### config.mk
export PLATFORM = sky130hd
export DESIGN_NAME = column_to_span_converter_top
export DESIGN_NICKNAME = d
export VERILOG_FILES = /design/src/design/cspan_pkg.sv /design/src/design/cspan_cell.sv /design/src/design/cspan_seq.sv /design/src/design/column_to_span_converter_top.sv
export VERILOG_INCLUDE_DIRS = /design/src /design/src/design
export SDC_FILE = /design/constraint.sdc
export NUM_CORES = 2
export LEC_CHECK = 0
export ABC_AREA = 1
export ABC_CLOCK_PERIOD_IN_PS = 250300
export BUFFER_PORTS_ARGS = -buffer_cell sky130_fd_sc_hd__buf_2
export CAP_MARGIN = 30
export CORE_MARGIN = 4
export CORE_UTILIZATION = 45
export CTS_CLUSTER_DIAMETER = 120
export DETAILED_ROUTE_END_ITERATION = 8
export PLACE_DENSITY_LB_ADDON = 0.08
export REMOVE_ABC_BUFFERS = 1
export SKIP_LAST_GASP = 1
export SLEW_MARGIN = 20
export SYNTH_ARGS = -nofsm -noshare
export SYNTH_HDL_FRONTEND = slang
export SYNTH_SLANG_ARGS = --single-unit
### constraint.sdc
create_clock -name clock -period 250.3 [get_ports clock]
set_input_delay 37.545 -clock clock [delete_from_list [all_inputs] [get_ports clock]]
set_output_delay 37.545 -clock clock [all_outputs]
set_load 0.02 [all_outputs]
### src/design/column_to_span_converter_top_macros.svh
// Assertion macros shared by the span converter RTL.
// Depends on signals named clock and reset in the including scope.
`ifndef COLUMN_TO_SPAN_CONVERTER_TOP_MACROS_SVH
`define COLUMN_TO_SPAN_CONVERTER_TOP_MACROS_SVH

// Same-cycle implication, disabled while reset is high.
`define CSPAN_ASSERT(label, ante, cons, msg) \
   label: assert property (@(posedge clock) disable iff (reset) (ante) |-> (cons)) \
      else $error(msg);

// Next-cycle implication, disabled while reset is high.
`define CSPAN_ASSERT_NEXT(label, ante, cons, msg) \
   label: assert property (@(posedge clock) disable iff (reset) (ante) |=> (cons)) \
      else $error(msg);

`endif

### src/design/cspan_pkg.sv
// Shared constants, packet type and row clamp for the span converter.
// No dependencies; used by every module of the block.
package cspan_pkg;

   localparam int SCREEN_HEIGHT = 64;            // rows on screen, 8 to 64
   localparam int ROW_W         = 6;             // row field width
   localparam int BOUND_W       = ROW_W + 1;     // row bound, can hold SCREEN_HEIGHT
   localparam int COL_W         = 10;            // column field width
   localparam int REQ_TDATA_W   = 24;
   localparam int RSP_TDATA_W   = 32;

   // One word moving down the cell chain. Every word carries the write window
   // (rows covered now and not covered before); a close word also names a row
   // and collects that row's start column on its way.
   typedef struct packed {
      logic               valid;
      logic               span_v;
      logic               last;
      logic [ROW_W-1:0]   row;
      logic [COL_W-1:0]   x;
      logic [COL_W-1:0]   start;
      logic [BOUND_W-1:0] ot;
      logic [BOUND_W-1:0] ob;
      logic [BOUND_W-1:0] nt;
      logic [BOUND_W-1:0] nb;
   } pkt_type;

   function automatic logic [ROW_W-1:0] clamp_row(input logic [ROW_W-1:0] v);
      logic [ROW_W-1:0] r;
      r = v;
      if (v > ROW_W'(SCREEN_HEIGHT - 1)) begin
         r = ROW_W'(SCREEN_HEIGHT - 1);
      end
      return r;
   endfunction

endpackage

### src/design/cspan_cell.sv
// One row cell of the span converter chain: start column of its row.
// Depends on cspan_pkg.
module cspan_cell (
   input  logic                      clock,
   input  logic                      reset,
   input  logic                      adv,
   input  logic [cspan_pkg::ROW_W-1:0] row_id,
   input  cspan_pkg::pkt_type        pkt_i,
   output cspan_pkg::pkt_type        pkt_o
);

   logic [cspan_pkg::COL_W-1:0]   start_ff;
   logic [cspan_pkg::COL_W-1:0]   start_in;
   cspan_pkg::pkt_type            pkt_ff;
   cspan_pkg::pkt_type            pkt_in;
   logic [cspan_pkg::BOUND_W-1:0] row7;
   logic                          in_new;
   logic                          in_old;
   logic                          hit;

   assign row7   = {1'b0, row_id};
   assign in_new = (row7 >= pkt_i.nt) && (row7 <= pkt_i.nb);
   assign in_old = (row7 >= pkt_i.ot) && (row7 <= pkt_i.ob);
   assign hit    = pkt_i.valid && pkt_i.span_v && (pkt_i.row == row_id);

   always_comb begin
      pkt_in = pkt_i;
      if (hit) begin
         pkt_in.start = start_ff;
      end
      // open rows take the current column; repeats within one column are harmless
      start_in = start_ff;
      if (adv && pkt_i.valid && in_new && !in_old) begin
         start_in = pkt_i.x;
      end
   end

   always_ff @(posedge clock) begin
      start_ff <= start_in;
      if (reset) begin
         pkt_ff.valid <= 1'b0;
      end else if (adv) begin
         pkt_ff <= pkt_in;
      end
   end

   assign pkt_o = pkt_ff;

endmodule

### src/design/cspan_seq.sv
// Column sequencer: steps through closed rows and feeds words into the cell chain.
// Depends on cspan_pkg and column_to_span_converter_top_macros.svh.
`include "column_to_span_converter_top_macros.svh"

module cspan_seq (
   input  logic                        clock,
   input  logic                        reset,
   input  logic                        in_valid,
   output logic                        in_ready,
   input  logic [cspan_pkg::COL_W-1:0] column,
   input  logic [cspan_pkg::ROW_W-1:0] top_row,
   input  logic [cspan_pkg::ROW_W-1:0] bottom_row,
   input  logic                        column_empty,
   input  logic                        adv,
   output cspan_pkg::pkt_type          pkt_o
);

   typedef enum logic [1:0] {
      IDLE = 2'b01,
      RUN  = 2'b10
   } state_type;

   state_type                     state_ff, state_in;
   logic [cspan_pkg::ROW_W-1:0]   prev_top_ff, prev_top_in;
   logic [cspan_pkg::ROW_W-1:0]   prev_bot_ff, prev_bot_in;
   logic                          prev_empty_ff, prev_empty_in;
   logic [cspan_pkg::BOUND_W-1:0] t1_ff, t1_in;
   logic [cspan_pkg::BOUND_W-1:0] b1_ff, b1_in;
   logic [cspan_pkg::BOUND_W-1:0] ot_ff, ot_in;
   logic [cspan_pkg::BOUND_W-1:0] ob_ff, ob_in;
   logic [cspan_pkg::BOUND_W-1:0] nt_ff, nt_in;
   logic [cspan_pkg::BOUND_W-1:0] nb_ff, nb_in;
   logic [cspan_pkg::COL_W-1:0]   x_ff, x_in;

   logic [cspan_pkg::ROW_W-1:0]   top_c;
   logic [cspan_pkg::ROW_W-1:0]   bot_c;
   logic                          empty;
   logic                          accept;
   logic                          close_lo;
   logic                          close_hi;
   logic [cspan_pkg::BOUND_W-1:0] t1_step;
   logic [cspan_pkg::BOUND_W-1:0] b1_step;
   logic                          final_step;
   logic [cspan_pkg::BOUND_W-1:0] row7;
   logic                          close_out;
   logic                          row_old;
   logic                          row_new;
   logic                          prev_zero;

   function automatic logic [cspan_pkg::BOUND_W-1:0] BOUND_W_ONE(input logic b);
      return {{(cspan_pkg::BOUND_W-1){1'b0}}, b};
   endfunction

   assign top_c = cspan_pkg::clamp_row(top_row);
   assign bot_c = cspan_pkg::clamp_row(bottom_row);
   assign empty = column_empty || (top_c > bot_c);

   // top edge ascending first, then bottom edge descending
   assign close_lo = (nt_ff > t1_ff) && (t1_ff <= b1_ff);
   assign close_hi = !close_lo && (nb_ff < b1_ff) && (t1_ff <= b1_ff);
   assign t1_step  = t1_ff + BOUND_W_ONE(close_lo);
   assign b1_step  = b1_ff - BOUND_W_ONE(close_hi);
   assign final_step = !(((nt_ff > t1_step) || (nb_ff < b1_step)) && (t1_step <= b1_step));

   assign in_ready = (state_ff == IDLE) || ((state_ff == RUN) && adv && final_step);
   assign accept   = in_valid && in_ready;

   always_comb begin
      pkt_o.valid  = (state_ff == RUN);
      pkt_o.span_v = close_lo || close_hi;
      pkt_o.last   = (close_lo || close_hi) && final_step;
      pkt_o.row    = close_lo ? t1_ff[cspan_pkg::ROW_W-1:0] : b1_ff[cspan_pkg::ROW_W-1:0];
      pkt_o.x      = x_ff;
      pkt_o.start  = '0;
      pkt_o.ot     = ot_ff;
      pkt_o.ob     = ob_ff;
      pkt_o.nt     = nt_ff;
      pkt_o.nb     = nb_ff;
   end

   always_comb begin
      state_in      = state_ff;
      prev_top_in   = prev_top_ff;
      prev_bot_in   = prev_bot_ff;
      prev_empty_in = prev_empty_ff;
      t1_in         = t1_ff;
      b1_in         = b1_ff;
      ot_in         = ot_ff;
      ob_in         = ob_ff;
      nt_in         = nt_ff;
      nb_in         = nb_ff;
      x_in          = x_ff;
      case (state_ff)
         IDLE: begin
         end
         RUN: begin
            if (adv) begin
               t1_in = t1_step;
               b1_in = b1_step;
               if (final_step) begin
                  state_in = IDLE;
               end
            end
         end
         default: begin
            state_in = IDLE;
         end
      endcase
      if (accept) begin
         // an empty range is a top below every row and a bottom of zero
         if (prev_empty_ff) begin
            t1_in = cspan_pkg::BOUND_W'(cspan_pkg::SCREEN_HEIGHT);
            b1_in = '0;
         end else begin
            t1_in = {1'b0, prev_top_ff};
            b1_in = {1'b0, prev_bot_ff};
         end
         ot_in = t1_in;
         ob_in = b1_in;
         if (empty) begin
            nt_in         = cspan_pkg::BOUND_W'(cspan_pkg::SCREEN_HEIGHT);
            nb_in         = '0;
            prev_top_in   = '0;
            prev_bot_in   = '0;
            prev_empty_in = 1'b1;
         end else begin
            nt_in         = {1'b0, top_c};
            nb_in         = {1'b0, bot_c};
            prev_top_in   = top_c;
            prev_bot_in   = bot_c;
            prev_empty_in = 1'b0;
         end
         x_in     = column;
         state_in = RUN;
      end
   end

   always_ff @(posedge clock) begin
      if (reset) begin
         state_ff      <= IDLE;
         prev_top_ff   <= '0;
         prev_bot_ff   <= '0;
         prev_empty_ff <= 1'b1;
      end else begin
         state_ff      <= state_in;
         prev_top_ff   <= prev_top_in;
         prev_bot_ff   <= prev_bot_in;
         prev_empty_ff <= prev_empty_in;
      end
      t1_ff <= t1_in;
      b1_ff <= b1_in;
      ot_ff <= ot_in;
      ob_ff <= ob_in;
      nt_ff <= nt_in;
      nb_ff <= nb_in;
      x_ff  <= x_in;
   end

   assign row7      = {1'b0, pkt_o.row};
   assign close_out = pkt_o.valid && pkt_o.span_v;
   assign row_old   = (row7 >= ot_ff) && (row7 <= ob_ff);
   assign row_new   = (row7 >= nt_ff) && (row7 <= nb_ff);
   assign prev_zero = (prev_top_ff == '0) && (prev_bot_ff == '0);

   `CSPAN_ASSERT(a_close_was_open, close_out, row_old, "closed row was not open")
   `CSPAN_ASSERT(a_close_not_covered, close_out, !row_new, "closed row is still covered")
   `CSPAN_ASSERT_NEXT(a_accept_runs, accept, state_ff == RUN, "accepted column not sequenced")
   `CSPAN_ASSERT(a_empty_prev_zero, prev_empty_ff, prev_zero, "empty state keeps stale bounds")

endmodule

### src/design/column_to_span_converter_top.sv
// Top level of the column-to-span converter: sequencer plus a chain of row cells.
// Depends on cspan_pkg, cspan_seq and cspan_cell.
//
// Use: feed one word per screen column on req_* (column, top row, bottom row in
// req_tdata, column_empty in req_tuser). For each column the block closes every
// row that was open in the previous column and is not covered now: top rows in
// ascending order, then bottom rows in descending order, one span word each on
// rsp_* (row, start column, end column = column - 1). rsp_tlast marks the last
// span caused by a column; a column that closes nothing gives no word.
// Throughput: the sequencer takes one step per row closed, or one step for a
// column that closes nothing, stepping only while the chain advances, and takes
// the next column in the cycle of its last step; one span leaves per cycle at most.
// Each word walks the chain of SCREEN_HEIGHT cells, one cell a cycle while the
// chain advances, so the spans of a column leave on rsp_* in the order made.
// Rows opened by a column take its column number in their cell as the word
// passes, so later columns always see earlier writes.
// Reset: no rows open; the start-column store is not cleared, since a row is
// always opened before it can close. Stall: while rsp_tvalid waits for
// rsp_tready the whole chain and the sequencer hold; an idle sequencer still
// takes one column.
module column_to_span_converter_top (
   input  logic                              clock,
   input  logic                              reset,
   input  logic                              req_tvalid,
   output logic                              req_tready,
   // [9:0] column, [15:10] top_row, [21:16] bottom_row, [23:22] zero
   input  logic [cspan_pkg::REQ_TDATA_W-1:0] req_tdata,
   // [0] column_empty
   input  logic                              req_tuser,
   output logic                              rsp_tvalid,
   input  logic                              rsp_tready,
   // [5:0] span_row, [15:6] span_x_start, [25:16] span_x_end, [31:26] zero
   output logic [cspan_pkg::RSP_TDATA_W-1:0] rsp_tdata,
   // last_of_run
   output logic                              rsp_tlast
);

   localparam int H = cspan_pkg::SCREEN_HEIGHT;

   cspan_pkg::pkt_type           chain [0:H];
   logic                         adv;
   logic [cspan_pkg::COL_W-1:0]  x_end;

   // the last cell's register is the output stage; advance when it is free or taken
   assign rsp_tvalid = chain[H].valid && chain[H].span_v;
   assign adv        = !rsp_tvalid || rsp_tready;

   cspan_seq u_seq (
      .clock        (clock),
      .reset        (reset),
      .in_valid     (req_tvalid),
      .in_ready     (req_tready),
      .column       (req_tdata[cspan_pkg::COL_W-1:0]),
      .top_row      (req_tdata[cspan_pkg::COL_W +: cspan_pkg::ROW_W]),
      .bottom_row   (req_tdata[cspan_pkg::COL_W + cspan_pkg::ROW_W +: cspan_pkg::ROW_W]),
      .column_empty (req_tuser),
      .adv          (adv),
      .pkt_o        (chain[0])
   );

   // one cell per screen row, each passing the word to the next row's cell
   for (genvar i = 0; i < H; i++) begin : g_cell
      cspan_cell u_cell (
         .clock  (clock),
         .reset  (reset),
         .adv    (adv),
         .row_id (cspan_pkg::ROW_W'(i)),
         .pkt_i  (chain[i]),
         .pkt_o  (chain[i+1])
      );
   end

   // end column is the previous column, wrapping at zero
   assign x_end = chain[H].x - cspan_pkg::COL_W'(1);

   assign rsp_tdata = {
      (cspan_pkg::RSP_TDATA_W - cspan_pkg::ROW_W - 2 * cspan_pkg::COL_W)'(0),
      x_end,
      chain[H].start,
      chain[H].row
   };
   assign rsp_tlast = chain[H].last;

endmodule
# After elaboration in Yosys (flattened, before gate mapping)
# Cells that the tools add are included.
[totals] register_bits=4327 out_inout_bits=35
[op_classes] n_mux=82 n_lt_le_gt_ge=265 addsub=3 n_eq_ne=68 reduce_logical=534 bitwise_logic=1
[op_table] operator="10-bit 2-to-1 mux" n=63
[op_table] operator="1-bit logical AND" n=456
[op_table] operator="6-bit by 7-bit greater-or-equal comparator with 1-bit output (first input constant)" n=64
[op_table] operator="6-bit by 7-bit less-or-equal comparator with 1-bit output (first input constant)" n=64
[op_table] operator="5-bit by 7-bit greater-or-equal comparator with 1-bit output (first input constant)" n=32
[op_table] operator="5-bit by 7-bit less-or-equal comparator with 1-bit output (first input constant)" n=32
[op_table] operator="6-bit == test (second input constant)" n=32
[op_table] operator="4-bit by 7-bit greater-or-equal comparator with 1-bit output (first input constant)" n=16
[op_table] operator="4-bit by 7-bit less-or-equal comparator with 1-bit output (first input constant)" n=16
[op_table] operator="6-bit by 5-bit == test with 1-bit output (second input constant)" n=16
[op_table] operator="1-bit zero test" n=67
[op_table] operator="3-bit by 7-bit greater-or-equal comparator with 1-bit output (first input constant)" n=8
[op_table] operator="3-bit by 7-bit less-or-equal comparator with 1-bit output (first input constant)" n=8
[op_table] operator="7-bit 2-to-1 mux" n=8
[op_table] operator="6-bit by 4-bit == test with 1-bit output (second input constant)" n=8
[op_table] operator="6-bit 2-to-1 mux" n=6
[op_table] operator="1-bit by 7-bit greater-or-equal comparator with 1-bit output (first input constant)" n=4
[op_table] operator="2-bit by 7-bit greater-or-equal comparator with 1-bit output (first input constant)" n=4
[op_table] operator="1-bit by 7-bit less-or-equal comparator with 1-bit output (first input constant)" n=4
[op_table] operator="2-bit by 7-bit less-or-equal comparator with 1-bit output (first input constant)" n=4
[op_table] operator="6-bit by 3-bit == test with 1-bit output (second input constant)" n=4
[op_table] operator="7-bit greater-than comparator" n=2
[op_table] operator="7-bit less-or-equal comparator" n=2
[op_table] operator="7-bit < comparator" n=2
[op_table] operator="other kinds (21)" n=31

# Longest topological paths before layout
[depth] word_depth=15 mapped_depth=30 depth_no_buf=29

# Cells and area by module
# From an unflattened synthesis, not the netlist that was laid out.
[unflattened] hier_cells=16439 hier_area_um2=196463.4
[modules_own_cells] module="cspan_cell (g_cell[0].u_cell ...)" seq_area_each_um2=2001.9 instances=63 cells_per_inst=249 area_each_um2=3001.6
[modules_own_cells] module="cspan_seq" seq_area_each_um2=1801.7 instances=1 cells_per_inst=447 area_each_um2=4048.9
[modules_own_cells] module="cspan_cell (g_cell[40].u_cell)" seq_area_each_um2=2001.9 instances=1 cells_per_inst=250 area_each_um2=3030.4
[modules_own_cells] module="column_to_span_converter_top" seq_area_each_um2=0.0 instances=1 cells_per_inst=55 area_each_um2=281.5

# Worst setup path after synthesis
# OpenSTA, ideal clock, no wires.
[synth_path] path_type="input to register" startpoint="input port reset" endpoint="register g_cell[0].u_cell.pkt_ff, in the netlist g_cell[0].u_cell.pkt_o[0] (enable)" path_slack_ns=63.665 setup_ns=7.341 arrival_time_ns=179.294 required_time_ns=242.959 cell_stages=3 cell_sequence="clkbuf_1 > buf_1 > nor2_1"
[synth_between] elab_chain_len=2
[synth_lines] element="start: declaration" line_no="column_to_span_converter_top.sv:23" source="input logic reset,"
[synth_lines] element="1-bit inverter (no source line)"
[synth_lines] element="2-bit AND reduction (no source line)"
[synth_lines] element="end signal: assignment" line_no="cspan_cell.sv:43" source="pkt_ff <= pkt_in;"
[synth_lines] element="end: declaration" line_no="cspan_cell.sv:14" source="cspan_pkg::pkt_type pkt_ff;"
# Every way passes these cells.
# A chain may end at the register's enable or synchronous reset.

# Worst setup path in the final report
[layout_path] startpoint="input port rsp_tready" endpoint="output port req_tready"
[layout_between] elab_chain_len=4
[layout_lines] element="start: declaration" line_no="column_to_span_converter_top.sv:31" source="input logic rsp_tready,"
[layout_lines] element="1-bit logical OR" line_no="column_to_span_converter_top.sv:46" source="assign adv = !rsp_tvalid || rsp_tready;"
[layout_lines] element="1-bit logical AND (2 in series)" line_no="cspan_seq.sv:65" source="assign in_ready = (state_ff == IDLE) || ((state_ff == RUN) && adv && final_step);"
[layout_lines] element="1-bit logical OR" line_no="cspan_seq.sv:65"
[layout_lines] element="end: declaration" line_no="column_to_span_converter_top.sv:25" source="output logic req_tready,"
# Every way passes these cells.

==> results.json <==
{
  "total_power_uw": 1470,
  "die_area_sq_um": 322000,
  "synth_top_area_cell": "edfxtp_1",
  "syn2layout_area_growth_pct": 14.7,
  "p_clk_share_pct": 41.8,
  "ir_worst_vdd_mv": 0.00808,
  "numPortBuffers": 55,
  "fin_tns_setup_ns": 0,
  "grt_pass1_wl_microns": 345000,
  "viasPerCell": 4.93,
  "drc": 0,
  "yosysSeqAreaShare_pct": 88.6,
  "path_clk_slew_ns": 0.06,
  "synthDistinctLibCells": 65,
  "cp.arrival_ns": 38.58,
  "async_flop_share_pct": 0,
  "maxSlewHeadroom_pct": 22.7,
  "drt_iter0_markers": 4447,
  "fin_skew_ns": 0.0824,
  "avgRoutedWirePerCell_microns": 19.0,
  "yosys-top-cells-area": "edfxtp_1 87%, mux2_2 5.0%, dfxtp_1 1.1%",
  "fin_area_sq_um": 162000,
  "cts-resized-gates": 0,
  "start_kind": "input port",
  "layout_commonest_cell": "edfxtp_1",
  "path_class": "input port to output port",
  "pre_cts_slack_ns": 174.18,
  "ys_ff_latch": 4187,
  "switchingPower_uw": 295,
  "grt.overflow.total": 0,
  "status": "finished, final reports clean",
  "clkLatencyLatePin_ns": 0.95,
  "final_layout_size_suffix_gt1_share_pct": 20.3,
  "grt_pass1_vias": 60201,
  "gp_congestion": 0.735,
  "tightestPinTransition_ns": 1.16,
  "cap_violations": 0,
  "r2r_cells": 16,
  "drt_pass1_iterations": 7,
  "antenna_found_initial": 3,
  "antenna_left": 0,
  "fin_nets": 7155,
  "switching_share_pct": 20.0,
  "grt_usage_pct": 13.4,
  "power.leakage_uw": 0.0546,
  "cts_buffers": 426,
  "min_period_ns": 76.13,
  "ios": 64,
  "maxClockFrequency_ghz": 0.0131,
  "cts_setup_buffers": 0,
  "cp.required_ns": 212.76,
  "vias": 57118,
  "cts.path.max_buffers": 4,
  "drv_slew": 0,
  "power_frac_comb_pct": 2.2,
  "coreArea_sq_um": 312000,
  "holdBufCountCts": 0,
  "syn_area_sq_um": 141000,
  "postPlaceCellArea_sq_um": 148000,
  "mostFrequentLayoutCells": "4108 x edfxtp_1, 630 x mux2_2, 430 x clkbuf_16, 368 x nand2_1, 237 x inv_1",
  "dieHeight_microns": 568,
  "dp_hpwl_microns": 135000,
  "setup_viol": 0,
  "clock_sinks": 4187,
  "htree_levels": 5,
  "synth_top_area_share_pct": 87.5,
  "cts_tree": "built",
  "cp_cell_sequence": "buf_2, nor2_4, inv_4, nand2_1, inv_1, nand2_2, nand2_4, buf_2",
  "initial_core_util_pct": 45.2,
  "postLayoutSetupSlackWorst_ns": 174.17,
  "clk_root_buffer_cell": "clkbuf_16",
  "powerDensity_nw_per_um2": 9.10,
  "synth_ff_type": "edfxtp_1",
  "ys.warnings.count": 0,
  "crit_path_top_delay_cell": "buf_2",
  "intPower_uw": 1180,
  "critPathMaxStageDelay_ns": 0.20,
  "syn-instance-count": 6520,
  "avgSynthCellArea_sq_um": 21.6,
  "crit_path_frequent_cell": "buf_2",
  "finalCritPeriodShare_pct": 30.4,
  "grt_max_degree": 213,
  "synth_edf_count": 4108,
  "rsz0062_at_grt": "false",
  "min_path_type": "flop to flop",
  "p_seq_share_pct": 56.0,
  "worst_hold_path.num_cells": 0,
  "drt-total-wl_microns": 221000,
  "die_w_microns": 568,
  "finalHoldViolCount": 0,
  "num_rows": 205,
  "cp-end-kind": "output port",
  "crit_fanout": 13
}
==> layout make-up <==
cell class              count  area [sq um]
fillers                 24690        150000
clock inverters           248          2360
inverters                 243           917
diodes                      4          10.0
repair buffers            188          1770
multi-input cells        2033         15200
flip-flops and latches   4187        125000
clock buffers             543         11400
well taps                4140          5180
==> state kept, by name (all words and copies together), names as in the netlist, 2 cells and up <==
register,count
u_seq.prev_bot_ff,6
g_cell.u_cell.start_ff,640
u_seq.state_ff,2
g_cell.u_cell.pkt_o,3482
u_seq.b1_ff,7
u_seq.t1_ff,7
u_seq.ob_ff,6
u_seq.nt_ff,7
u_seq.x_ff,10
u_seq.prev_top_ff,6
u_seq.nb_ff,6
u_seq.ot_ff,7
==> path summary, 6_finish.rpt <==
kind	start	to	slack, ns
worst max register to register	g_cell[63].u_cell.pkt_o[55]	g_cell[25].u_cell.pkt_o[31]	242.85
worst max-delay path	rsp_tready	req_tready	174.17
worst min register to register	g_cell[1].u_cell.pkt_o[14]	g_cell[2].u_cell.pkt_o[14]	0.36
worst min-delay path	g_cell[1].u_cell.pkt_o[14]	g_cell[2].u_cell.pkt_o[14]	0.36
==> cell usage after synthesis, types with 7 or more instances <==
cell type,n
a211oi_1,8
nand2_1,368
and3_1,11
o21ai_1,14
dfxtp_1,79
a31oi_1,15
o2111ai_1,9
buf_1,8
or4_1,15
clkbuf_1,25
nor3_1,67
a21oi_1,122
nor3b_1,16
a21o_1,8
nor4b_1,8
o21bai_1,8
inv_1,237
o31ai_1,7
a2111oi_0,22
nor2_1,195
ha_1,47
xor2_1,9
nand3_1,87
a311oi_1,15
o211ai_1,13
buf_4,24
nor4_1,76
o21ai_0,45
or3_1,11
or2_2,7
a211o_1,8
mux2_2,630
o21a_1,15
edfxtp_1,4108
nor2_2,17
nand4_1,83
==> through the flow <==
| stage | std cells | hold slack (ns) | util (%) |
|---|---|---|---|
| 6_report | 11586 | 0.356 | 51.9 |
| 5_1_grt | 11585 | 0.357 | 51.9 |
| 4_1_cts | 11562 | 0.352 | 51.7 |
| 3_5_place_dp | 10771 | 0.405 | 47.3 |
| 3_3_place_gp | 10760 | 0.401 | 47.2 |
| 2_1_floorplan | 6463 | 0.400 | - |
==> power by group through the flow <==
stage	clock [uW]	combinational, uW	sequential, uW
3_3_place_gp	0	32.1	840
5_1_grt	663	37.1	828
4_1_cts	634	32.9	826
3_5_place_dp	0	32.7	840
2_1_floorplan	0	21.8	967
6_report	615	32.9	824
==> cells by family (layout without fill, tap and decap cells) <==
| logic type | after synthesis | in the layout | synth area share [%] |
|---|---|---|---|
| AOI/OAI and AO/OA | 361 | 361 | 1.72 |
| xor gates and xnor gates | 13 | 13 | 0.0807 |
| adders and majority gates | 47 | 47 | 0.417 |
| buffers and inverters | 305 | 1222 | 0.891 |
| DFF | 4187 | 4187 | 88.6 |
| muxes | 630 | 630 | 5.03 |
| other | 1 | 10 | 0.00266 |
| and+or+nand+nor | 976 | 976 | 3.26 |
==> worst max-delay path, delay by kind of cell <==
family | cells | cell delay, ns
buffers and inverters | 4 | 0.57
and+or+nand+nor | 4 | 0.44
==> metal layers <==
| metal | part of all wire [%] | GRT usage [%] | up-vias |
|---|---|---|---|
| met5 | 0 | 0 | - |
| li1 | - | - | 26916 |
| met1 | 44 | 18.0 | 29040 |
| met3 | 3.8 | 2.38 | 426 |
| met2 | 50 | 22.5 | 736 |
| met4 | 2.6 | 3.93 | 0 |
Power figures use the tool's default switching activity.
